**src/hsv_to_rgb_convert_top_macros.svh**
```systemverilog
// ----------------------------------------------------------------------------
// HSV to RGB converter assertion macros
// Shared property wrappers, clocked on i_clk and disabled while i_rst_n is low.
// ----------------------------------------------------------------------------
`ifndef HSV_TO_RGB_CONVERT_TOP_MACROS_SVH
`define HSV_TO_RGB_CONVERT_TOP_MACROS_SVH

// Same-cycle implication
`define HSV_ASSERT_IMP(lbl, ante, cons, msg) \
    lbl: assert property (@(posedge i_clk) disable iff (!i_rst_n) (ante) |-> (cons)) \
        else $error(msg);

// Next-cycle implication
`define HSV_ASSERT_NXT(lbl, ante, cons, msg) \
    lbl: assert property (@(posedge i_clk) disable iff (!i_rst_n) (ante) |=> (cons)) \
        else $error(msg);

`endif

```
**src/hsv2rgb_pkg.sv**
```systemverilog
// ----------------------------------------------------------------------------
// HSV to RGB converter package
// Shared constants, sector codes and the classified item type.
// ----------------------------------------------------------------------------
`timescale 1ns / 1ps

package hsv2rgb_pkg;

    // Valid input ranges
    localparam logic [8:0] HUE_MAX    = 9'd360;
    localparam logic [6:0] PCT_MAX    = 7'd100;
    localparam logic [5:0] SECTOR_DEG = 6'd60;

    // Channel scaling: floor(255*sum/600000) = floor(floor(17*sum/64)/625)
    localparam logic [4:0]  CHAN_MUL    = 5'd17;
    localparam int          PRE_SHIFT   = 6;
    // ceil(2^28/625), exact for dividends below 2^18
    localparam logic [18:0] RECIP_K     = 19'd429497;
    localparam int          RECIP_SHIFT = 28;

    // Default depth of the front/back queue
    localparam int QUEUE_DEPTH = 4;

    // Hue sectors of 60 degrees
    localparam logic [2:0] SEC_RY = 3'd0;  // red = C, green = X
    localparam logic [2:0] SEC_YG = 3'd1;  // red = X, green = C
    localparam logic [2:0] SEC_GC = 3'd2;  // green = C, blue = X
    localparam logic [2:0] SEC_CB = 3'd3;  // green = X, blue = C
    localparam logic [2:0] SEC_BM = 3'd4;  // red = X, blue = C
    localparam logic [2:0] SEC_MR = 3'd5;  // red = C, blue = X

    // Item handed from front to back
    typedef struct packed {
        logic       range_err;
        logic [2:0] sector;
        logic [5:0] hue_off;   // |(hue mod 120) - 60|
        logic [6:0] sat;
        logic [6:0] bri;
    } t_item;

    // Queue status toward the front
    typedef struct packed {
        logic full;
        logic empty;
    } t_q_stat;

endpackage

```
**src/hsv_to_rgb_convert_top.sv**
```systemverilog
// ----------------------------------------------------------------------------
// HSV to RGB converter top level
// Hue in degrees, saturation and value in percent in; 8-bit RGB and the
// packed 24-bit color out, with a range error flag.
// ----------------------------------------------------------------------------
//  Channel   Dir  Signals                     Content
//  s_axis    in   tvalid/tready/tdata[23:0]   hue, saturation, brightness
//  m_axis    out  tvalid/tready/tdata[47:0]   red, green, blue, packed_color
//                 tuser[0]                    range_error
//
//  One item per clock sustained while the output is ready; an input transfer
//  passes through the front register, the queue and four back stages.
//  The front register and a four-entry queue let the input keep flowing while
//  the output is stalled, until the queue fills.
//  Reset clears the valid flags and the queue pointers; payload is not reset.
// ----------------------------------------------------------------------------
`timescale 1ns / 1ps

module hsv_to_rgb_convert_top #(
    parameter int QUEUE_DEPTH = hsv2rgb_pkg::QUEUE_DEPTH
) (
    input  logic        i_clk,
    input  logic        i_rst_n,
    input  logic        i_s_axis_tvalid,
    output logic        o_s_axis_tready,
    input  logic [23:0] i_s_axis_tdata,   // hue[8:0], saturation[15:9], brightness[22:16]
    output logic        o_m_axis_tvalid,
    input  logic        i_m_axis_tready,
    output logic [47:0] o_m_axis_tdata,   // red[7:0], green[15:8], blue[23:16], packed_color[47:24]
    output logic [0:0]  o_m_axis_tuser    // range_error[0]
);

    hsv2rgb_pkg::t_item   w_push_item;
    hsv2rgb_pkg::t_item   w_head_item;
    hsv2rgb_pkg::t_q_stat w_q_stat;
    logic                 w_push;
    logic                 w_pop;
    logic [7:0]           w_red, w_green, w_blue;
    logic [23:0]          w_packed;
    logic                 w_err;

    // Accept and classify
    hsv2rgb_front u_front (
        .i_clk    (i_clk),
        .i_rst_n  (i_rst_n),
        .i_valid  (i_s_axis_tvalid),
        .o_ready  (o_s_axis_tready),
        .i_hue    (i_s_axis_tdata[8:0]),
        .i_sat    (i_s_axis_tdata[15:9]),
        .i_bri    (i_s_axis_tdata[22:16]),
        .i_q_stat (w_q_stat),
        .o_push   (w_push),
        .o_item   (w_push_item)
    );

    // Decouple front and back
    hsv2rgb_queue #(
        .DEPTH (QUEUE_DEPTH)
    ) u_queue (
        .i_clk   (i_clk),
        .i_rst_n (i_rst_n),
        .i_push  (w_push),
        .i_item  (w_push_item),
        .i_pop   (w_pop),
        .o_item  (w_head_item),
        .o_stat  (w_q_stat)
    );

    // Arithmetic pipeline
    hsv2rgb_back u_back (
        .i_clk    (i_clk),
        .i_rst_n  (i_rst_n),
        .i_valid  (!w_q_stat.empty),
        .i_item   (w_head_item),
        .o_pop    (w_pop),
        .o_valid  (o_m_axis_tvalid),
        .i_ready  (i_m_axis_tready),
        .o_red    (w_red),
        .o_green  (w_green),
        .o_blue   (w_blue),
        .o_packed (w_packed),
        .o_err    (w_err)
    );

    assign o_m_axis_tdata = {w_packed, w_blue, w_green, w_red};
    assign o_m_axis_tuser = w_err;

endmodule

```
**src/hsv2rgb_front.sv**
```systemverilog
// ----------------------------------------------------------------------------
// HSV to RGB front end
// Accepts input transfers, checks ranges and works out the hue sector and the
// distance term, then pushes the classified item into the queue.
// ----------------------------------------------------------------------------
`timescale 1ns / 1ps

module hsv2rgb_front (
    input  logic                  i_clk,
    input  logic                  i_rst_n,
    input  logic                  i_valid,
    output logic                  o_ready,
    input  logic [8:0]            i_hue,
    input  logic [6:0]            i_sat,
    input  logic [6:0]            i_bri,
    input  hsv2rgb_pkg::t_q_stat  i_q_stat,
    output logic                  o_push,
    output hsv2rgb_pkg::t_item    o_item
);

    logic               r_vld;
    hsv2rgb_pkg::t_item r_item;
    hsv2rgb_pkg::t_item n_item;
    logic [8:0]         w_hm;
    logic               w_take;

    // Hold the item until the queue has room
    assign o_push  = r_vld && !i_q_stat.full;
    assign o_ready = !r_vld || !i_q_stat.full;
    assign w_take  = i_valid && o_ready;
    assign o_item  = r_item;

    // Classify the incoming transfer
    always_comb begin
        n_item.range_err = (i_hue > hsv2rgb_pkg::HUE_MAX) || (i_sat > hsv2rgb_pkg::PCT_MAX)
                         || (i_bri > hsv2rgb_pkg::PCT_MAX);
        n_item.sat = i_sat;
        n_item.bri = i_bri;

        if (i_hue >= 9'd300) begin
            n_item.sector = hsv2rgb_pkg::SEC_MR;
        end else if (i_hue >= 9'd240) begin
            n_item.sector = hsv2rgb_pkg::SEC_BM;
        end else if (i_hue >= 9'd180) begin
            n_item.sector = hsv2rgb_pkg::SEC_CB;
        end else if (i_hue >= 9'd120) begin
            n_item.sector = hsv2rgb_pkg::SEC_GC;
        end else if (i_hue >= 9'd60) begin
            n_item.sector = hsv2rgb_pkg::SEC_YG;
        end else begin
            n_item.sector = hsv2rgb_pkg::SEC_RY;
        end

        // Hue mod 120 over the valid range
        if (i_hue >= 9'd360) begin
            w_hm = i_hue - 9'd360;
        end else if (i_hue >= 9'd240) begin
            w_hm = i_hue - 9'd240;
        end else if (i_hue >= 9'd120) begin
            w_hm = i_hue - 9'd120;
        end else begin
            w_hm = i_hue;
        end

        if (w_hm >= {3'd0, hsv2rgb_pkg::SECTOR_DEG}) begin
            n_item.hue_off = 6'(w_hm - {3'd0, hsv2rgb_pkg::SECTOR_DEG});
        end else begin
            n_item.hue_off = 6'({3'd0, hsv2rgb_pkg::SECTOR_DEG} - w_hm);
        end
    end

    // Valid flag
    always_ff @(posedge i_clk) begin
        if (!i_rst_n) begin
            r_vld <= 1'b0;
        end else if (w_take) begin
            r_vld <= 1'b1;
        end else if (o_push) begin
            r_vld <= 1'b0;
        end
    end

    // Item register
    always_ff @(posedge i_clk) begin
        if (w_take) begin
            r_item <= n_item;
        end
    end

endmodule

```
**src/hsv2rgb_queue.sv**
```systemverilog
// ----------------------------------------------------------------------------
// HSV to RGB item queue
// Short circular buffer between front and back so each side stalls alone.
// ----------------------------------------------------------------------------
`timescale 1ns / 1ps

`include "hsv_to_rgb_convert_top_macros.svh"

module hsv2rgb_queue #(
    parameter int DEPTH = hsv2rgb_pkg::QUEUE_DEPTH
) (
    input  logic                  i_clk,
    input  logic                  i_rst_n,
    input  logic                  i_push,
    input  hsv2rgb_pkg::t_item    i_item,
    input  logic                  i_pop,
    output hsv2rgb_pkg::t_item    o_item,
    output hsv2rgb_pkg::t_q_stat  o_stat
);

    localparam int PW = (DEPTH > 1) ? $clog2(DEPTH) : 1;
    localparam int CW = $clog2(DEPTH + 1);

    hsv2rgb_pkg::t_item r_mem [DEPTH];
    logic [PW-1:0]      r_wr_ptr;
    logic [PW-1:0]      r_rd_ptr;
    logic [CW-1:0]      r_cnt;

    assign o_stat.full  = (r_cnt == CW'(DEPTH));
    assign o_stat.empty = (r_cnt == '0);
    assign o_item       = r_mem[r_rd_ptr];

    // Write the pushed item
    always_ff @(posedge i_clk) begin
        if (i_push) begin
            r_mem[r_wr_ptr] <= i_item;
        end
    end

    // Advance pointers and count
    always_ff @(posedge i_clk) begin
        if (!i_rst_n) begin
            r_wr_ptr <= '0;
            r_rd_ptr <= '0;
            r_cnt    <= '0;
        end else begin
            if (i_push) begin
                r_wr_ptr <= (r_wr_ptr == PW'(DEPTH - 1)) ? '0 : r_wr_ptr + 1'b1;
            end
            if (i_pop) begin
                r_rd_ptr <= (r_rd_ptr == PW'(DEPTH - 1)) ? '0 : r_rd_ptr + 1'b1;
            end
            if (i_push && !i_pop) begin
                r_cnt <= r_cnt + 1'b1;
            end else if (i_pop && !i_push) begin
                r_cnt <= r_cnt - 1'b1;
            end
        end
    end

    `HSV_ASSERT_IMP(a_cnt_bound, 1'b1, r_cnt <= CW'(DEPTH), "queue count beyond depth")
    `HSV_ASSERT_IMP(a_no_overflow, o_stat.full, !i_push, "push into full queue")
    `HSV_ASSERT_IMP(a_no_underflow, o_stat.empty, !i_pop, "pop from empty queue")

endmodule

```
**src/hsv2rgb_back.sv**
```systemverilog
// ----------------------------------------------------------------------------
// HSV to RGB back end
// Four-stage arithmetic pipeline: products, channel sums, scaling by 17/64,
// reciprocal division by 625 into the output register.
// ----------------------------------------------------------------------------
`timescale 1ns / 1ps

`include "hsv_to_rgb_convert_top_macros.svh"

module hsv2rgb_back (
    input  logic                i_clk,
    input  logic                i_rst_n,
    input  logic                i_valid,
    input  hsv2rgb_pkg::t_item  i_item,
    output logic                o_pop,
    output logic                o_valid,
    input  logic                i_ready,
    output logic [7:0]          o_red,
    output logic [7:0]          o_green,
    output logic [7:0]          o_blue,
    output logic [23:0]         o_packed,
    output logic                o_err
);

    logic        w_en;
    logic        r_v1, r_v2, r_v3, r_v4;

    // Stage 1: S*V, V*(100-S), 60-hue_off
    logic [13:0] r1_sv, r1_vm;
    logic [5:0]  r1_wx;
    logic [2:0]  r1_sec;
    logic        r1_err;

    // Stage 2: channel sums part + M
    logic [19:0] w2_c, w2_x, w2_m;
    logic [19:0] n2_r, n2_g, n2_b;
    logic [19:0] r2_r, r2_g, r2_b;
    logic        r2_err;

    // Stage 3: floor(17*sum/64)
    logic [24:0] w3_r, w3_g, w3_b;
    logic [18:0] r3_r, r3_g, r3_b;
    logic        r3_err;

    // Stage 4: divide by 625
    logic [37:0] w4_r, w4_g, w4_b;
    logic [7:0]  r4_r, r4_g, r4_b;
    logic        r4_err;

    // Move the whole pipeline while the output register is free or taken
    assign w_en  = !r_v4 || i_ready;
    assign o_pop = i_valid && w_en;

    // Stage valid flags
    always_ff @(posedge i_clk) begin
        if (!i_rst_n) begin
            r_v1 <= 1'b0;
            r_v2 <= 1'b0;
            r_v3 <= 1'b0;
            r_v4 <= 1'b0;
        end else if (w_en) begin
            r_v1 <= i_valid;
            r_v2 <= r_v1;
            r_v3 <= r_v2;
            r_v4 <= r_v3;
        end
    end

    // Stage 2 products and sector routing
    always_comb begin
        w2_c = 20'(r1_sv) * 20'(hsv2rgb_pkg::SECTOR_DEG);
        w2_x = 20'(r1_sv) * 20'(r1_wx);
        w2_m = 20'(r1_vm) * 20'(hsv2rgb_pkg::SECTOR_DEG);
        case (r1_sec)
            hsv2rgb_pkg::SEC_RY: begin
                n2_r = w2_c + w2_m; n2_g = w2_x + w2_m; n2_b = w2_m;
            end
            hsv2rgb_pkg::SEC_YG: begin
                n2_r = w2_x + w2_m; n2_g = w2_c + w2_m; n2_b = w2_m;
            end
            hsv2rgb_pkg::SEC_GC: begin
                n2_r = w2_m; n2_g = w2_c + w2_m; n2_b = w2_x + w2_m;
            end
            hsv2rgb_pkg::SEC_CB: begin
                n2_r = w2_m; n2_g = w2_x + w2_m; n2_b = w2_c + w2_m;
            end
            hsv2rgb_pkg::SEC_BM: begin
                n2_r = w2_x + w2_m; n2_g = w2_m; n2_b = w2_c + w2_m;
            end
            default: begin
                n2_r = w2_c + w2_m; n2_g = w2_m; n2_b = w2_x + w2_m;
            end
        endcase
    end

    // Scale terms for stages 3 and 4
    assign w3_r = 25'(r2_r) * 25'(hsv2rgb_pkg::CHAN_MUL);
    assign w3_g = 25'(r2_g) * 25'(hsv2rgb_pkg::CHAN_MUL);
    assign w3_b = 25'(r2_b) * 25'(hsv2rgb_pkg::CHAN_MUL);
    assign w4_r = 38'(r3_r) * 38'(hsv2rgb_pkg::RECIP_K);
    assign w4_g = 38'(r3_g) * 38'(hsv2rgb_pkg::RECIP_K);
    assign w4_b = 38'(r3_b) * 38'(hsv2rgb_pkg::RECIP_K);

    // Pipeline payload
    always_ff @(posedge i_clk) begin
        if (w_en) begin
            r1_sv  <= 14'(i_item.sat) * 14'(i_item.bri);
            r1_vm  <= 14'(i_item.bri) * 14'(hsv2rgb_pkg::PCT_MAX - i_item.sat);
            r1_wx  <= hsv2rgb_pkg::SECTOR_DEG - i_item.hue_off;
            r1_sec <= i_item.sector;
            r1_err <= i_item.range_err;

            r2_r   <= n2_r;
            r2_g   <= n2_g;
            r2_b   <= n2_b;
            r2_err <= r1_err;

            r3_r   <= w3_r[hsv2rgb_pkg::PRE_SHIFT +: 19];
            r3_g   <= w3_g[hsv2rgb_pkg::PRE_SHIFT +: 19];
            r3_b   <= w3_b[hsv2rgb_pkg::PRE_SHIFT +: 19];
            r3_err <= r2_err;

            // Drop the channels to zero on a range error
            r4_r   <= r3_err ? 8'd0 : w4_r[hsv2rgb_pkg::RECIP_SHIFT +: 8];
            r4_g   <= r3_err ? 8'd0 : w4_g[hsv2rgb_pkg::RECIP_SHIFT +: 8];
            r4_b   <= r3_err ? 8'd0 : w4_b[hsv2rgb_pkg::RECIP_SHIFT +: 8];
            r4_err <= r3_err;
        end
    end

    assign o_valid  = r_v4;
    assign o_red    = r4_r;
    assign o_green  = r4_g;
    assign o_blue   = r4_b;
    assign o_packed = {r4_r, r4_g, r4_b};
    assign o_err    = r4_err;

    `HSV_ASSERT_IMP(a_err_zero, o_valid && o_err, o_packed == 24'd0, "error result not zero")
    `HSV_ASSERT_NXT(a_pop_fills, o_pop, r_v1, "popped item lost in stage 1")
    `HSV_ASSERT_IMP(a_stall_keeps, !w_en, r_v4, "pipeline stalled without a result")

endmodule

```
**config.mk**
```make
export PLATFORM = sky130hd
export DESIGN_NAME = hsv_to_rgb_convert_top
export DESIGN_NICKNAME = d
export VERILOG_FILES = /design/src/hsv2rgb_pkg.sv /design/src/hsv_to_rgb_convert_top.sv /design/src/hsv2rgb_front.sv /design/src/hsv2rgb_queue.sv /design/src/hsv2rgb_back.sv
export VERILOG_INCLUDE_DIRS = /design/src /design/src/src
export SDC_FILE = /design/constraint.sdc
export NUM_CORES = 2
export LEC_CHECK = 0
export BUFFER_PORTS_ARGS = -buffer_cell sky130_fd_sc_hd__buf_2
export CAP_MARGIN = 20
export CORE_ASPECT_RATIO = 0.75
export CORE_MARGIN = 1.5
export CORE_UTILIZATION = 45
export DETAILED_ROUTE_END_ITERATION = 8
export SYNTH_ARGS = -nofsm -noshare
export SYNTH_HDL_FRONTEND = slang
export SYNTH_SLANG_ARGS = --single-unit
```
**constraint.sdc**
```tcl
create_clock -name i_clk -period 6.2 [get_ports i_clk]
set_clock_uncertainty 0.05 [all_clocks]
set_input_delay 0 -clock i_clk [delete_from_list [all_inputs] [get_ports i_clk]]
set_output_delay 0 -clock i_clk [all_outputs]
set_load 0.02 [all_outputs]
```
After elaboration in Yosys (flattened, before gate mapping)
Memories as Yosys holds them, arrays and structs flattened. A register that Yosys moved wholly into a read port is not among the register bits. Cells that the tools add are included.

Bits of input ports: 28. Output and inout bits: 51. Memory bits (writable): 96. Memories kept: 1. Bits in registers: 218. Word-level logic and storage cells: 120.

Memory list: u_queue.r_mem (words 4, bits a word 24, rd ports 1, clocked after Yosys merged registers in 1, write ports 1, line hsv2rgb_queue.sv:24) `hsv2rgb_pkg::t_item r_mem [DEPTH];`.

Mux-type cells: 21. Reduce and logical (&&, ||, !) cells: 26. Eq/ne operators: 7. Add/subtract/negate cells: 13. Magnitude comparators: 10. $mul: 11.

Operators with widths (number): $pmux 20 s2 (3); $mul 19x19->36 const B (3); $mul 20x5->25 const B (3); $add 20x20->20 (2); $mul 14x4->18 const B (2); $mux 9 (3); $mul 14x6->20 (1); $ge 9x6->1 const B (2); $ge 9x8->1 const B (2); $ge 9x9->1 const B (2); $gt 7x7->1 const B (2); $mul 7x14->14 (1); $mul 7x7->14 (1); $reduce_or 2->1 (7); $mux 3 (4); $sub 6x6->6 const A (2); $ge 9x7->1 const B (1); $gt 9x9->1 const B (1); $sub 9x7->9 const B (1); $sub 9x8->9 const B (1); $sub 9x9->9 const B (1); $mux 2 (4); $sub 7x7->8 const A (1); $eq 3x2->1 const B (2); 14 further kinds (36).

Logic depth before layout (Yosys ltp)
Word-level depth: 7. Gate-level depth with buffers: 25. Depth with buffers taken out: 24.

Cells and area by module
Synthesis repeated with hierarchy kept, for this count alone.

Cells, all modules: 4143. Area, all modules: 42981.2 um^2.

By module, submodules not included: hsv2rgb_back (cells an instance 3819, seq. area each 5515.3 um^2, instances 1, area each 37343.3 um^2); hsv2rgb_queue (cells an instance 170, seq. area each 3062.9 um^2, instances 1, area each 3961.3 um^2); hsv2rgb_front (cells an instance 153, seq. area each 740.7 um^2, instances 1, area each 1672.9 um^2); hsv_to_rgb_convert_top (cells an instance 1, seq. area each 0.0 um^2, instances 1, area each 3.8 um^2).

Worst setup path before layout
OpenSTA, ideal clock, no wires.

Path kind: register to register. From: register u_back.r_v4 (netlist: u_back.o_valid). To: register u_queue.r_cnt[2]. Cell stages (with the launch flop): 10. Slack: -0.022 ns. Required time: 6.074 ns. Library setup time: 0.076 ns. Buffers on the path: 0. Clock period less this slack: 6.222 ns. Arrival: 6.097 ns. Cells stage by stage: dfxtp_1 nor2b_1 inv_1 o31ai_1 ha_1 inv_1 fa_1 xor2_1 or3_1 a21boi_0.

Longest elaborated chain between the ends: 6. Elaborated cells between the ends (all ways): 8. Those cells by class: mux (1); reduce/logical (7).

RTL lines: start: declaration (line hsv2rgb_back.sv:26) `logic r_v1, r_v2, r_v3, r_v4;`; start signal: assignment (line hsv2rgb_back.sv:65) `r_v4 <= r_v3;`; $logic_not 1->1 (*) (line hsv2rgb_back.sv:51) `assign w_en = !r_v4 || i_ready;`; $logic_or 1x1->1 (*) (line hsv2rgb_back.sv:51); $logic_and 1x1->1 (*) (line hsv2rgb_back.sv:52) `assign o_pop = i_valid && w_en;`; $logic_not 1->1 (line hsv2rgb_queue.sv:53) `if (i_push && !i_pop) begin`; $logic_and 1x1->1 (line hsv2rgb_queue.sv:53); $mux 3 or $reduce_bool 2->1 (tied branches); end signal: assignment (line hsv2rgb_queue.sv:54) `r_cnt <= r_cnt + 1'b1;`; end signal: assignment (line hsv2rgb_queue.sv:56) `r_cnt <= r_cnt - 1'b1;`; end: declaration (line hsv2rgb_queue.sv:27) `logic [CW-1:0] r_cnt;`.

Mark *: on every way between the ends. The rest lies on a longest branch, timed or not. A chain may end at the register's enable or synchronous reset.

Worst setup path after layout
From: register u_back.r3_b[7]. To: register u_back.r4_b[6] (netlist: u_back.o_blue[6]) (data pin).

Longest elaborated chain between the ends: 1.

RTL lines: start: declaration (line hsv2rgb_back.sv:42) `logic [18:0] r3_r, r3_g, r3_b;`; start signal: assignment (line hsv2rgb_back.sv:120) `r3_b <= w3_b[hsv2rgb_pkg::PRE_SHIFT +: 19];`; $mul 19x19->36 (line hsv2rgb_back.sv:102) `assign w4_b = 38'(r3_b) * 38'(hsv2rgb_pkg::RECIP_K);`; end signal: assignment (line hsv2rgb_back.sv:126) `r4_b <= r3_err ? 8'd0 : w4_b[hsv2rgb_pkg::RECIP_SHIFT +: 8];`; end: declaration (line hsv2rgb_back.sv:47) `logic [7:0] r4_r, r4_g, r4_b;`.

No other way between the ends.

==> impl_metrics.csv <==
group,metric,value,unit
sta,report.final.slew_viol_count,0,
die,ios,79,
yosys,ys_seq_area_share,22.0,%
die,die_area,96000,um^2
sta,setup_tns,0,ps
die,die_x,357,um
yosys,synth_nets,5338,
setup_path,start_kind,"flip-flop",
global_route,grt_use_total,20.4,%
die,initial_core_util,45.4,%
yosys,ys_seq_elements,315,
sta,fin_crit,5980,ps
yosys,synth_cell_type_count,89,
clock_network,cts_tree,"built",
place,hpwl,78.8,mm
layout,drive_above_1_share,8.26,%
drt,ant_nets,0,
setup_path,end_kind,"flip-flop",
sta,slew_headroom,33.6,%
clock_network,cts_buffers,40,
layout,nNetsFinal,5520,
sta,setup_ws,217,ps
clock_network,cts_root_buffer,"clkbuf_16",
clock_network,htree_levels,2,
drt,firstDrtPassIters,9,
yosys,ys_async_sr_fraction,0,%
yosys,synth_warnings,0,
setup_path,worstPathMaxFanout,5,
clock_network,cts.path.max_buffers,3,
min_path,hold_class,"in -> reg",
setup_path,critPathKind,"reg -> reg",
die,core-area,93300,um^2
place,dp_slack,-49.4,ps
global_route,grt_pass1_vias,28500,
layout,area_delta_synth_final,10.2,%
yosys,synth_edf_count,301,
run,drv_cap,0,
sta,fin_crit_sh,96.5,%
drt,drt_iter0_drc,1479,
global_route,grt_first_pass_wirelength,155,mm
sta,hold_ws,83.9,ps
run_status,outcome,"completed",
yosys,synthCells,4051,
drt,num_vias,27500,
drt,wl_per_cell,17.1,um
global_route,grt_max_degree,175,
die,core.rowCount,97,
drt,route.detailed.drc,0,
setup_path,cp.arrival,6260,ps
clock_network,clkSlewWorstSetupHoldPaths,60,ps
place,io_buffers,77,
sta,hold_viol,0,
drt,wirelength,94.2,mm
sta,setup_viol_count_final,0,
drt,avgViaCountPerCell,4.99,
sta,worst_pin_slew,996,ps
clock_network,cts_num_sinks,315,
global_route,grt_overflow_total,0,
clock_network,clk_latency,600,ps
layout,diodes,0,
die,fp.dieH,269,um
yosys,syn-cell-area,42400,um^2
global_route,antenna_found_initial,1,
sta,fmax,167,MHz
setup_path,crit_required,6480,ps
sta,rsz0062_at_grt,"yes",
yosys,synth.avg_cell_area,10.5,um^2
yosys,yosys_most_used_dff,"edfxtp_1",
place,place_congestion,0.946,
## cells by family (layout without fill, tap and decap cells)
family / count (synthesis) / count (layout) / share of synthesized area, %
adders and majority gates: 1259 / 1259 / 47.5
buffers and inverters: 1118 / 1331 / 10.1
and+or+nand+nor: 634 / 634 / 6.94
AOI/OAI and AO/OA: 507 / 507 / 8.01
DFF: 315 / 315 / 22.0
xor gates and xnor gates: 178 / 178 / 3.73
muxes: 40 / 40 / 1.64
## synth_stat cells (all sizes together) (4+ instances only)
library cell  count  area [um^2]
o221ai           12          105
o31a              4         36.3
nor2            185          699
o31ai            10         75.1
o211ai            9         67.6
and2             64          400
o21bai           28          210
mux2i            11          110
edfxtp          301         9040
ha              674         8430
a21oi           134          682
a41o              5         50.1
a22oi            11         87.6
nor3             41          205
mux4             23          518
nand2b           20          125
xor2             48          428
mux2              6         67.6
o21a             27          203
a31oi            18          113
a211oi           29          228
xnor2           129         1130
fa              585        11700
o41ai             7         76.3
a21boi           10         75.1
a211o             6         52.6
o2111ai           4         35.0
nand4             4         25.0
dfxtp            14          280
a31o              4         35.0
and3             17          106
nand2           202          758
o22ai            12         75.1
nand3            33          165
o311ai            7         78.8
a21o             48          362
nand3b            4         30.0
inv            1044         3920
or3              22          143
o21ai            93          465
clkbuf           39          146
nor2b            27          169
buf              34          226
## cell usage in the layout, fill, tap and decap left out, types with 20 or more instances in the layout
cell           instances
o21a_1                27
ha_1                 665
nand2_1              202
or3_1                 21
fa_1                 583
nor2b_1               27
inv_1               1034
a21oi_1              126
o21bai_1              27
buf_4                106
xor2_1                44
xnor2_1              125
nor2_1               182
buf_2                 77
a211oi_1              25
nand2b_1              20
clkbuf_16             40
edfxtp_1             301
dlygate4sd3_1         29
mux4_2                23
a21o_1                47
and2_1                64
nand3_1               33
o21ai_0               88
nor3_1                41
## metal layers
layer	wire length, um	up-vias	GRT usage (%)
met2	40000	600	31.0
met3	5160	82	3.11
li1	-	13400	-
met1	47700	13300	31.1
met4	1240	2	3.32
met5	13	-	0
## registers in the layout (all words and copies together) (netlist names), 2 cells and up, named ones only
name              flops
u_queue.r_mem        96
u_front.o_item       24
u_back.r2_b          20
u_back.r2_g          20
u_back.r2_r          20
u_back.r3_b          19
u_back.r3_g          19
u_back.r3_r          19
u_back.r1_vm         14
u_back.r1_sv         13
u_back.o_blue         8
u_back.o_green        8
u_back.o_red          8
u_back.r1_wx          6
u_back.r1_sec         3
u_queue.r_cnt         3
u_queue.r_rd_ptr      2
u_queue.r_wr_ptr      2
## cell type report
class	count	area [um^2]
Clock inverter	30	394
Multi-Input combinational cell	2618	29000
Tap cell	1237	1550
Inverter	1045	3930
Fill cell	8530	46600
Clock buffer	43	1010
Timing Repair Buffer	213	1490
Sequential cell	315	9320
## timing repair
action | in CTS | in global routing
pin swaps | 1 | 14
gates resized for setup | 0 | 52
buffers inserted | 1 | 24
hold buffers | 29 | 0
cloned | 0 | 0
hold endpoints to repair | 58 | 0
endpoints found under the setup margin | 2 | 29
## final timing paths
kind,startpoint,cells past startpoint,to,slack [ps]
worst min register to register,u_back.r2_err$_DFFE_PN_,0,u_back.r3_err$_DFFE_PN_,380
worst max-delay path,u_back.r3_b[7]$_DFFE_PN_,19,u_back.o_blue[6]$_SDFFCE_PP0N_,220
worst max register to register,u_back.r3_b[7]$_DFFE_PN_,19,u_back.o_blue[6]$_SDFFCE_PP0N_,220
worst min-delay path,i_s_axis_tdata[18],2,u_front.o_item[2]$_DFFE_PP_,80
## metrics by stage
step	std cells	cell area (um^2)	utilization, %
CTS	5477	46300	49.6
global route	5501	46700	50.0
detailed placement	5374	44600	47.8
floorplan	4051	42400	-
finish	5501	46700	50.0
global placement	5374	44600	47.8
## critical path: stages (launching register included)
cell      delay (ps)
edfxtp_1         510
ha_2             460
inv_1             80
fa_1             510
inv_1             60
fa_1             510
fa_1             520
fa_1             550
inv_1             60
fa_1             530
inv_1             40
ha_1             300
and3_1           220
nand2_1           90
nor3_1            80
a31oi_2          230
a31oi_2          150
or3_1            350
o311ai_1         290
o31ai_1          120
Power is not shown: default switching activity piles up to over one toggle a cycle in this logic, so the estimate is an artifact.
